File: src/rtl/bco_pkg.sv
`timescale 1ns / 1ps

package bco_pkg;

   localparam int MAX_LOG_SIZE = 9;
   localparam int NUM_LEVELS   = MAX_LOG_SIZE + 1;
   localparam int POS_W        = MAX_LOG_SIZE;
   localparam int SIZE_W       = 10;
   localparam int LEVEL_W      = 4;
   localparam int COUNT_W      = 19;
   localparam int PIXEL_W      = 8;
   localparam int CSR_IDX_W    = 1;

   localparam logic [PIXEL_W-1:0]   OBJECT_VALUE = 8'd255;
   localparam logic [SIZE_W-1:0]    MAX_SIDE     = SIZE_W'(1 << MAX_LOG_SIZE);
   localparam logic [CSR_IDX_W-1:0] CSR_IMAGE_ROWS = 1'b0;
   localparam logic [CSR_IDX_W-1:0] CSR_IMAGE_COLS = 1'b1;

   typedef logic [SIZE_W-1:0]  size_type;
   typedef logic [POS_W-1:0]   pos_type;
   typedef logic [LEVEL_W-1:0] level_type;
   typedef logic [COUNT_W-1:0] count_type;

   function automatic size_type clamp_size(input size_type v);
      size_type s;
      s = v;
      if (s == '0) begin
         s = SIZE_W'(1);
      end
      if (s > MAX_SIDE) begin
         s = MAX_SIDE;
      end
      return s;
   endfunction

   function automatic level_type top_level(input size_type rows, input size_type cols);
      size_type  m;
      level_type k;
      m = (rows > cols) ? rows : cols;
      k = LEVEL_W'(MAX_LOG_SIZE);
      for (int i = MAX_LOG_SIZE - 1; i >= 0; i--) begin
         if ((SIZE_W'(1) << i) >= m) begin
            k = LEVEL_W'(i);
         end
      end
      return k;
   endfunction

endpackage

File: src/rtl/bco_ram.sv
`timescale 1ns / 1ps

module bco_ram #(
   parameter int ADDR_W = 1,
   parameter int DATA_W = 1
) (
   input  logic              clock,
   input  logic              wr_en,
   input  logic [ADDR_W-1:0] wr_addr,
   input  logic [DATA_W-1:0] wr_data,
   input  logic              rd_en,
   input  logic [ADDR_W-1:0] rd_addr,
   output logic [DATA_W-1:0] rd_data
);

   localparam int DEPTH = 1 << ADDR_W;

   logic [DATA_W-1:0] mem [DEPTH];
   logic [DATA_W-1:0] rd_data_ff;

   always_ff @(posedge clock) begin
      if (wr_en) begin
         mem[wr_addr] <= wr_data;
      end
   end

   always_ff @(posedge clock) begin
      if (rd_en) begin
         rd_data_ff <= mem[rd_addr];
      end
   end

   assign rd_data = rd_data_ff;

endmodule

File: src/rtl/box_counting_occupancy.sv
`timescale 1ns / 1ps
// A pixel is registered in the input stage on its transfer and commits from there; the results
// of an image start the cycle after its last pixel commits, K+1 of them, one per cycle while
// rsp_stall is low. Throughput: one pixel per cycle; the last pixel of an image waits while
// the results of the previous image still drain from the result buffer.
// Reset and every register write run a clearing pass over the per-level occupancy memories,
// with req_stall held high.

module box_counting_occupancy (
   input  logic                            clock,
   input  logic                            reset,
   input  logic                            req_valid,
   output logic                            req_stall,
   input  logic [bco_pkg::PIXEL_W-1:0]     req_pixel_value,
   output logic                            rsp_valid,
   input  logic                            rsp_stall,
   output logic [bco_pkg::LEVEL_W-1:0]     rsp_level,
   output logic [bco_pkg::SIZE_W-1:0]      rsp_box_side,
   output logic [bco_pkg::COUNT_W-1:0]     rsp_box_count,
   output logic                            rsp_last_level,
   input  logic                            csr_valid,
   output logic                            csr_ready,
   input  logic [bco_pkg::CSR_IDX_W-1:0]   csr_index,
   input  logic [bco_pkg::SIZE_W-1:0]      csr_data
);

   import bco_pkg::*;

   size_type  rows_ff, cols_ff;
   level_type k_top;

   pos_type   row_pos_ff, col_pos_ff;
   logic      clearing_ff;
   pos_type   clr_cnt_ff;

   logic      s1_valid_ff;
   logic      s1_obj_ff;
   pos_type   s1_row_ff, s1_col_ff;
   logic      s1_row_last_ff, s1_col_last_ff;
   logic [NUM_LEVELS-1:0] s1_fwd_ff, s1_fwd_val_ff;
   logic [NUM_LEVELS-1:0] fwd_in, fwd_val_in;
   logic [NUM_LEVELS-1:0] inc;

   count_type cnt_ff [NUM_LEVELS];
   count_type emit_cnt_ff [NUM_LEVELS];
   logic      emit_busy_ff;
   level_type emit_idx_ff, emit_k_ff;

   logic      csr_write;
   logic      req_accept, rsp_accept;
   logic      s1_end, commit;
   logic      col_last, row_last;

   assign csr_ready  = 1'b1;
   assign csr_write  = csr_valid & csr_ready;
   assign k_top      = top_level(rows_ff, cols_ff);

   assign s1_end     = s1_row_last_ff & s1_col_last_ff;
   assign commit     = s1_valid_ff & ~(s1_end & emit_busy_ff);
   assign req_stall  = clearing_ff | (s1_valid_ff & ~commit);
   assign req_accept = req_valid & ~req_stall;
   assign rsp_accept = rsp_valid & ~rsp_stall;

   assign col_last   = ({1'b0, col_pos_ff} == cols_ff - SIZE_W'(1));
   assign row_last   = ({1'b0, row_pos_ff} == rows_ff - SIZE_W'(1));

   // configuration registers
   always_ff @(posedge clock) begin
      if (reset) begin
         rows_ff <= MAX_SIDE;
         cols_ff <= MAX_SIDE;
      end else if (csr_write) begin
         case (csr_index)
            CSR_IMAGE_ROWS: rows_ff <= clamp_size(csr_data);
            CSR_IMAGE_COLS: cols_ff <= clamp_size(csr_data);
            default: ;
         endcase
      end
   end

   // clearing pass and raster position
   always_ff @(posedge clock) begin
      if (reset || csr_write) begin
         clearing_ff <= 1'b1;
         clr_cnt_ff  <= '0;
         row_pos_ff  <= '0;
         col_pos_ff  <= '0;
      end else begin
         if (clearing_ff) begin
            clr_cnt_ff <= clr_cnt_ff + POS_W'(1);
            if (clr_cnt_ff == '1) begin
               clearing_ff <= 1'b0;
            end
         end
         if (req_accept) begin
            if (col_last) begin
               col_pos_ff <= '0;
               row_pos_ff <= row_last ? '0 : row_pos_ff + POS_W'(1);
            end else begin
               col_pos_ff <= col_pos_ff + POS_W'(1);
            end
         end
      end
   end

   // input stage
   always_ff @(posedge clock) begin
      if (reset || csr_write) begin
         s1_valid_ff <= 1'b0;
      end else if (req_accept) begin
         s1_valid_ff <= 1'b1;
      end else if (commit) begin
         s1_valid_ff <= 1'b0;
      end
   end

   always_ff @(posedge clock) begin
      if (req_accept) begin
         s1_obj_ff      <= (req_pixel_value == OBJECT_VALUE);
         s1_row_ff      <= row_pos_ff;
         s1_col_ff      <= col_pos_ff;
         s1_row_last_ff <= row_last;
         s1_col_last_ff <= col_last;
         s1_fwd_ff      <= fwd_in;
         s1_fwd_val_ff  <= fwd_val_in;
      end
   end

   // one occupancy lane per level
   for (genvar lv = 0; lv < NUM_LEVELS; lv++) begin : g_level
      localparam int AW = (lv == 0) ? 1 : lv;

      logic [LEVEL_W-1:0] shift;
      pos_type            mask, s1_off;
      logic [AW-1:0]      rd_addr, box_addr, wr_addr;
      logic               lv_on, first, box_end, row_end;
      logic               ram_q, occ_before, occ_new;
      logic               wr_en, wr_data;
      logic               cur_ff;

      assign shift    = k_top - LEVEL_W'(lv);
      assign lv_on    = (LEVEL_W'(lv) <= k_top);
      assign mask     = (POS_W'(1) << shift) - POS_W'(1);
      assign rd_addr  = AW'(col_pos_ff >> shift);
      assign box_addr = AW'(s1_col_ff >> shift);
      assign s1_off   = s1_col_ff & mask;
      assign first    = (s1_off == '0);
      assign box_end  = (s1_off == mask) | s1_col_last_ff;
      assign row_end  = (((s1_row_ff + POS_W'(1)) & mask) == '0) | s1_row_last_ff;

      assign occ_before = first ? (s1_fwd_ff[lv] ? s1_fwd_val_ff[lv] : ram_q) : cur_ff;
      assign occ_new    = occ_before | s1_obj_ff;
      assign inc[lv]    = lv_on & s1_obj_ff & ~occ_before;

      assign wr_en   = clearing_ff | (commit & lv_on & box_end);
      assign wr_addr = clearing_ff ? clr_cnt_ff[AW-1:0] : box_addr;
      assign wr_data = ~clearing_ff & occ_new & ~row_end;

      assign fwd_in[lv]     = commit & lv_on & box_end & (box_addr == rd_addr);
      assign fwd_val_in[lv] = occ_new & ~row_end;

      always_ff @(posedge clock) begin
         if (commit) begin
            cur_ff <= occ_new;
         end
      end

      bco_ram #(
         .ADDR_W(AW),
         .DATA_W(1)
      ) u_occ (
         .clock  (clock),
         .wr_en  (wr_en),
         .wr_addr(wr_addr),
         .wr_data(wr_data),
         .rd_en  (req_accept),
         .rd_addr(rd_addr),
         .rd_data(ram_q)
      );
   end

   // per-level counts and result buffer
   always_ff @(posedge clock) begin
      if (reset || csr_write) begin
         for (int i = 0; i < NUM_LEVELS; i++) begin
            cnt_ff[i] <= '0;
         end
      end else if (commit) begin
         for (int i = 0; i < NUM_LEVELS; i++) begin
            cnt_ff[i] <= s1_end ? '0 : cnt_ff[i] + COUNT_W'(inc[i]);
         end
      end
   end

   always_ff @(posedge clock) begin
      if (commit && s1_end) begin
         for (int i = 0; i < NUM_LEVELS; i++) begin
            emit_cnt_ff[i] <= cnt_ff[i] + COUNT_W'(inc[i]);
         end
         emit_k_ff <= k_top;
      end
   end

   always_ff @(posedge clock) begin
      if (reset) begin
         emit_busy_ff <= 1'b0;
         emit_idx_ff  <= '0;
      end else if (commit && s1_end) begin
         emit_busy_ff <= 1'b1;
         emit_idx_ff  <= '0;
      end else if (rsp_accept) begin
         if (emit_idx_ff == emit_k_ff) begin
            emit_busy_ff <= 1'b0;
         end else begin
            emit_idx_ff <= emit_idx_ff + LEVEL_W'(1);
         end
      end
   end

   assign rsp_valid      = emit_busy_ff;
   assign rsp_level      = emit_idx_ff;
   assign rsp_box_side   = SIZE_W'(1) << (emit_k_ff - emit_idx_ff);
   assign rsp_box_count  = emit_cnt_ff[emit_idx_ff];
   assign rsp_last_level = (emit_idx_ff == emit_k_ff);

endmodule
File: config.mk
export PLATFORM = sky130hd
export DESIGN_NAME = box_counting_occupancy
export DESIGN_NICKNAME = d
export VERILOG_FILES = /design/src/rtl/bco_pkg.sv /design/src/rtl/bco_ram.sv /design/src/rtl/box_counting_occupancy.sv
export SDC_FILE = /design/constraint.sdc
export NUM_CORES = 2
export LEC_CHECK = 0
export BUFFER_PORTS_ARGS = -buffer_cell sky130_fd_sc_hd__buf_2
export CELL_PAD_IN_SITES_DETAIL_PLACEMENT = 0
export CELL_PAD_IN_SITES_GLOBAL_PLACEMENT = 1
export CORE_MARGIN = 5
export CORE_UTILIZATION = 48
export CTS_BUF_LIST = sky130_fd_sc_hd__clkbuf_8 sky130_fd_sc_hd__clkbuf_16
export DETAILED_ROUTE_END_ITERATION = 16
export GPL_TIMING_DRIVEN = 1
export PLACE_DENSITY_LB_ADDON = 0.08
export SLEW_MARGIN = 20
export SYNTH_ARGS = -nofsm -noshare
export SYNTH_HDL_FRONTEND = slang
export SYNTH_SLANG_ARGS = --single-unit
File: constraint.sdc
create_clock -name clock -period 138.9 [get_ports clock]
set_input_delay 6.945 -clock clock [delete_from_list [all_inputs] [get_ports clock]]
set_output_delay 6.945 -clock clock [all_outputs]
set_load 0.02 [all_outputs]
Word-level counts from Yosys, hierarchy flattened
Memories as Yosys holds them, arrays and structs flattened. A register that Yosys moved wholly into a read port is not among the register bits.
Index checks and enable logic that the tools add are counted.
- reduce and logical (&&, ||, !) cells: 32
- bitwise logic cells: 184
- shift-type cells: 31
- muxes and demuxes: 107
- $lt $le $gt $ge: 22
- add/sub/neg operators: 37
- equal/unequal tests: 25
- operators by type and width (operator ; count):
    two-way mux 19 bit ; 20
    adder 19 x 1 -> 19 bit ; 10
    AND 9 bit ; 20
    logical NOT 9 bit ; 20
    two-way mux 10 bit ; 10
    equality test 9 bit ; 11
    << shifter 1 x 4 -> 9 bit, first input constant ; 10
    subtractor 9 x 2 -> 9 bit, second input constant ; 10
    AND 1 bit ; 86
    two-way mux 1 bit ; 57
    bitwise OR 1 bit ; 51
    two-way mux 4 bit ; 11
    adder 9 x 1 -> 9 bit, second input constant ; 4
    >> shifter 9 x 4 -> 1 bit ; 4
    two-way mux 9 bit ; 3
    NOT 1 bit ; 27
    equality test 9 x 10 -> 1 bit ; 2
    > comparator 10 bit, second input constant ; 2
    subtractor 10 x 1 -> 10 bit, second input constant ; 2
    >> shifter 9 x 4 -> 2 bit ; 2
    >> shifter 9 x 4 -> 3 bit ; 2
    >> shifter 9 x 4 -> 4 bit ; 2
    >> shifter 9 x 4 -> 5 bit ; 2
    >> shifter 9 x 4 -> 6 bit ; 2
    other kinds (46) ; 68
- output and inout port bits: 37
- logic and storage cells: 477
- memories kept: 12
- RAM bits: 1404
- flip-flop bits (word level): 109
- memories (memory ; words ; bits a word ; rd ports ; clocked after memory_dff ; wr ports ; RTL line ; text):
    g_level[9].u_occ.mem ; 512 ; 1 ; 1 ; 1 ; 1 ; bco_ram.sv:18 ; logic [DATA_W-1:0] mem [DEPTH];
    g_level[8].u_occ.mem ; 256 ; 1 ; 1 ; 1 ; 1 ; bco_ram.sv:18 ;
    cnt_ff ; 10 ; 19 ; 10 ; 0 ; 10 ; box_counting_occupancy.sv:44 ; count_type cnt_ff [NUM_LEVELS];
    emit_cnt_ff ; 10 ; 19 ; 1 ; 1 ; 10 ; box_counting_occupancy.sv:45 ; count_type emit_cnt_ff [NUM_LEVELS];
    g_level[7].u_occ.mem ; 128 ; 1 ; 1 ; 1 ; 1 ; bco_ram.sv:18 ;
    g_level[6].u_occ.mem ; 64 ; 1 ; 1 ; 1 ; 1 ; bco_ram.sv:18 ;
    +6 memories ; -- ; -- ; -- ; -- ; -- ; -- ;

Depth between registers and ports, before layout
- word-level depth: 23
- mapped depth: 39
- depth with buffers taken out: 33

Cells and area by module
Synthesis repeated with hierarchy kept, for this count alone.
- cells, all modules: 6384
- area total of the unflattened synthesis: 77571.9 sq um
- modules (own cells, without submodules) (module ; cells each ; area an instance (sq um) ; instances ; sequential area each (sq um)):
    box_counting_occupancy ; 3168 ; 32045.7 ; 1 ; 14223.6
    bco_ram at g_level[9].u_occ ; 1615 ; 22619.2 ; 1 ; 15404.8
    bco_ram at g_level[8].u_occ ; 788 ; 11138.2 ; 1 ; 7717.4
    bco_ram at g_level[7].u_occ ; 395 ; 5729.2 ; 1 ; 3873.7
    bco_ram at g_level[6].u_occ ; 204 ; 2924.1 ; 1 ; 1951.9
    bco_ram at g_level[5].u_occ ; 120 ; 1527.7 ; 1 ; 991.0
    bco_ram at g_level[4].u_occ ; 47 ; 755.7 ; 1 ; 510.5
    bco_ram at g_level[3].u_occ ; 25 ; 392.9 ; 1 ; 270.3
    bco_ram at g_level[0].u_occ ... ; 6 ; 117.6 ; 2 ; 90.1
    bco_ram at g_level[2].u_occ ; 10 ; 203.9 ; 1 ; 150.1

Least setup slack after synthesis
Ideal clock, no wire load.
- path kind: register to register
- from: register cols_ff[3]
- to: memory g_level[9].u_occ.mem[0], data pin
- data required time: 130.149 ns
- setup slack: 80.459 ns
- cell stages (with the launch flop): 30
- buffers on the path: 9
- arrival time: 49.689 ns
- cells stage by stage: dfxtp_1 -> clkbuf_1 -> inv_1 -> ha_1 -> nand4_1 -> nor3_4 -> nor2_1 -> a221oi_2 -> or2_1 -> clkbuf_1 -> o21ai_1 -> inv_1 -> buf_2 -> buf_2 -> buf_1 -> ha_1 -> clkbuf_1 -> clkbuf_1 -> buf_1 -> clkbuf_1 -> nand2_1 -> ha_1 -> inv_1 -> nor2_1 -> a31oi_1 -> o21ai_0 -> a222oi_1 -> a21oi_1 -> a31o_2 -> a2111oi_0
- RTL lines (element ; RTL line ; text):
    start: declaration ; box_counting_occupancy.sv:29 ; size_type rows_ff, cols_ff;
    start signal: assignment ; box_counting_occupancy.sv:75 ; CSR_IMAGE_COLS: cols_ff <= clamp_size(csr_data);
    > comparator 10 bit ; bco_pkg.sv:39 ; m = (rows > cols) ? rows : cols;
    two-way mux 10 bit * ; bco_pkg.sv:39 ;
    greater-or-equal comparator 8 x 10 -> 1 bit ; bco_pkg.sv:42 ; if ((SIZE_W'(1) << i) >= m) begin
    two-way mux 4 bit (7 in series) ; bco_pkg.sv:42 ;
    two-way mux 4 bit * ; bco_pkg.sv:42 ;
    net g_level[0].shift[1] ; box_counting_occupancy.sv:133 ; logic [LEVEL_W-1:0] shift;
    subtractor 4 bit * ; box_counting_occupancy.sv:141 ; assign shift = k_top - LEVEL_W'(lv);
    << shifter 1 x 4 -> 9 bit * ; box_counting_occupancy.sv:143 ; assign mask = (POS_W'(1) << shift) - POS_W'(1);
    subtractor 9 x 2 -> 9 bit * ; box_counting_occupancy.sv:143 ;
    AND 9 bit ; box_counting_occupancy.sv:146 ; assign s1_off = s1_col_ff & mask;
    logical NOT 9 bit ; box_counting_occupancy.sv:147 ; assign first = (s1_off == '0);
    two-way mux 1 bit ; box_counting_occupancy.sv:151 ; assign occ_before = first ? (s1_fwd_ff[lv] ? s1_fwd_val_ff[lv] : ram_q) : cur_ff;
    bitwise OR 1 bit ; box_counting_occupancy.sv:152 ; assign occ_new = occ_before | s1_obj_ff;
    AND 1 bit ; box_counting_occupancy.sv:157 ; assign wr_data = ~clearing_ff & occ_new & ~row_end;
    AND 1 bit * ; box_counting_occupancy.sv:157 ;
    net g_level[9].u_occ.wr_data ; bco_ram.sv:10 ; input logic [DATA_W-1:0] wr_data,
    end: declaration ; bco_ram.sv:18 ;
The timed path passes the listed nets; every way through them passes the cells marked *.

==> impl_metrics.yaml <==
global_route:
  first_global_vias: 54400
  grt_max_degree: 305
  track_usage: 0.284
  grt_pass1_wl_microns: 361000
  antenna_found_initial: 8
  overflow: 0
timing:
  worstMarginPinSlew_ns: 1.18
  min_period_ns: 10.57
  fin_hold_ws_ns: 0.501
  slew_viol_final: 0
  max-slew-margin-rel: 0.209
  setup_viol: 0
  rsz0062_at_grt: "no"
  finalHoldViolations: 0
  finalSetupTns_ns: 0
  fin_crit_sh: 0.0761
  fmax_ghz: 0.0946
  skew_ns: 0.0264
min_path:
  hold_path_depth: 2
  min_delay_worst_endpoint: "clr_cnt_ff[5]$_SDFFE_PP0P_"
  hp-class: "reg2reg"
  worstHoldStart: "clr_cnt_ff[5]$_SDFFE_PP0P_"
floorplanning:
  dieArea_sq_mm: 0.170
  die_w_microns: 412
  die_h_microns: 412
  io-pin-count: 61
  start_util: 0.483
  placementRows: 147
  core-area_sq_mm: 0.161
power_and_ir_drop:
  total_power_uw: 1300
  cellPowerDensity_mw_per_mm2: 15.2
  p_leak_uw: 0.0283
  worst_ir_drop_vdd_mv: 0.0166
placement:
  place.gp.congestion: 0.963
  port_buffers: 59
  hpwl_microns: 153000
  dpl.cell_count: 9059
synthesis:
  ys_ff_latch: 1527
  async_reset_ff_frac: 0
  syn-num-nets: 7277
  avgSynthCellArea_sq_um: 10.8
  syn_inst: 7181
  ys.flop_type: "edfxtp_1"
  synth_edf_count: 1469
  syn_area_sq_mm: 0.0775
  synth_warnings: 0
  synth_cell_types: 108
  ys_seq_area_frac: 0.584
cts:
  cts-buffers-inserted: 170
  cts_tree: "done"
  numClockSinks: 1527
  clock_path_buffers: 3
  clkTransAtPathRegs_ns: 0.06
  insertion_delay_ns: 0.82
  postCtsSetupRepairBufs: 0
  htreeDepth: 4
  cts_root_buffer: "clkbuf_16"
  cts.repair.resized: 0
  cts-hold-fix-buffers: 0
finish:
  most-common-layout-cells: "edfxtp_1 (1,469), nor2_1 (1,298), nand2_1 (891)"
  synthToLayoutAreaGrowth_pct: 10.4
  instances_no_fill: 9376
  drive_gt1_frac: 0.0897
  final_common_cell: "edfxtp_1"
  fillers: 14200
  nNetsFinal: 7170
critical_path:
  critPathKind: "reg2out"
  startpoint_type: "flop"
  worstPathArrival_ns: 3.63
  critPathCaptureType: "primary output"
  regToRegSetupSlack_ns: 129.55
  r2r-start: "cols_ff[3]$_SDFFE_PP0P_"
  reg2reg_depth: 31
  required_ns: 131.96
  r2r-end: "cnt_ff[3][14]$_SDFFCE_PP0P_"
  cp_max_fo: 39
routing:
  viasPerCell: 6.10
  wl_microns: 245000
  remaining_drc_errors: 0
  dr.first_iter.drc_count: 6151
  drtAntennaViolNets: 0
  wl_per_cell_microns: 26.2
  vias: 57100
  drt_first_pass_iters: 6
run_status:
  status: "finished clean"
run:
  maxCapViolCount: 0
## metrics by stage
| step | cell area (sq um) | utilization | setup WS, ns |
|---|---|---|---|
| final | 85500 | 0.533 | 128.33 |
| after global routing | 85500 | 0.533 | 128.08 |
| after CTS | 85400 | 0.532 | 128.16 |
| after detailed placement | 79900 | 0.498 | 129.06 |
| after global placement | 79900 | 0.498 | 129.08 |
| after floorplan | 77500 | - | 80.46 |
## cell usage after synthesis, types with 35 or more instances
library cell / number / area (sq um)
nand4_1: 47 / 294
o21ai_0: 160 / 801
a22oi_1: 35 / 263
a221oi_1: 47 / 412
and3_1: 99 / 619
o22ai_1: 37 / 231
nand2_1: 896 / 3360
a21oi_1: 229 / 1150
clkbuf_1: 348 / 1310
ha_1: 71 / 888
nor2_1: 1303 / 4890
xnor2_1: 192 / 1680
o211ai_1: 60 / 450
xor2_1: 102 / 893
mux2i_1: 302 / 3020
inv_1: 106 / 398
buf_2: 85 / 425
mux4_2: 44 / 991
and2_1: 235 / 1470
edfxtp_1: 1469 / 44100
a32oi_1: 39 / 342
nand3_1: 301 / 1510
nor2b_1: 59 / 369
dfxtp_1: 58 / 1160
a211oi_1: 102 / 766
buf_1: 43 / 161
a31oi_1: 107 / 669
nor3_1: 77 / 385
## sequential cells by signal, summed over array words and instances (netlist names), 10 cells and up, named ones only
name and count:
g_level.u_occ.mem 1024, cnt_ff 190, emit_cnt_ff 190, cols_ff 10, g_level.cur_ff 10, g_level.u_occ.rd_data 10, rows_ff 10, s1_fwd_ff 10
s1_fwd_val_ff 10
## area by class of cell
type | count | area, sq um | share of cell area
clock buffers | 178 | 4410 | 0.0516
diodes | 3 | 7.51 | 0.0000878
inverters | 119 | 459 | 0.00537
clock inverters | 133 | 1120 | 0.0131
flip-flops and latches | 1527 | 45300 | 0.529
well taps | 2160 | 2700 | 0.0316
repair buffers | 210 | 1510 | 0.0177
multi-input cells | 5046 | 30000 | 0.351
## metal layers
layer / vias to the layer above / global-route usage / part of all wire
met5: - / 0 / 0.000094
met3: 461 / 0.0531 / 0.083
li1: 25800 / - / -
met2: 2342 / 0.446 / 0.45
met1: 28600 / 0.401 / 0.43
met4: 4 / 0.0906 / 0.034
## power breakdown
part | switching [uW] | total (uW) | internal (uW)
Clock | 188 | 447 | 259
Sequential | 2.59 | 505 | 503
Combinational | 243 | 351 | 108
## critical path, cell delays in order (launching register included)
cell and delay [ns]:
dfxtp_4 0.56, buf_4 0.67, mux4_2 0.58, nor2b_1 0.14
a211oi_1 0.48, a21oi_1 0.14, buf_2 0.20
## kinds of logic (layout without fill, tap and decap cells)
group | after synthesis | count (layout) | synth area share
and+or+nand+nor | 3187 | 3187 | 0.182
DFF | 1527 | 1527 | 0.584
AOI/OAI and AO/OA | 1114 | 1114 | 0.100
buffers and inverters | 608 | 640 | 0.0318
muxes | 375 | 375 | 0.0560
xor gates and xnor gates | 297 | 297 | 0.0340
adders and majority gates | 72 | 72 | 0.0117
other | 1 | 4 | 0.0000484
## worst max-delay path by stage
stage | startpoint | end | slack, ns | cells after the start
final | flop | rsp_box_count[9] | 128.33 | 6
after global routing | flop | rsp_box_count[10] | 128.08 | 6
after CTS | flop | rsp_box_count[9] | 128.16 | 6
after detailed placement | reset | cnt_ff[3][12]$_SDFFCE_PP0P_ | 129.06 | 5
after global placement | flop | rsp_box_count[10] | 129.08 | 6
after floorplan | cols_ff[3]$_SDFFE_PP0P_ | g_level[9].u_occ.mem[0]$_DFFE_PP_ | 80.46 | 29
Power figures use the tool's default switching activity.
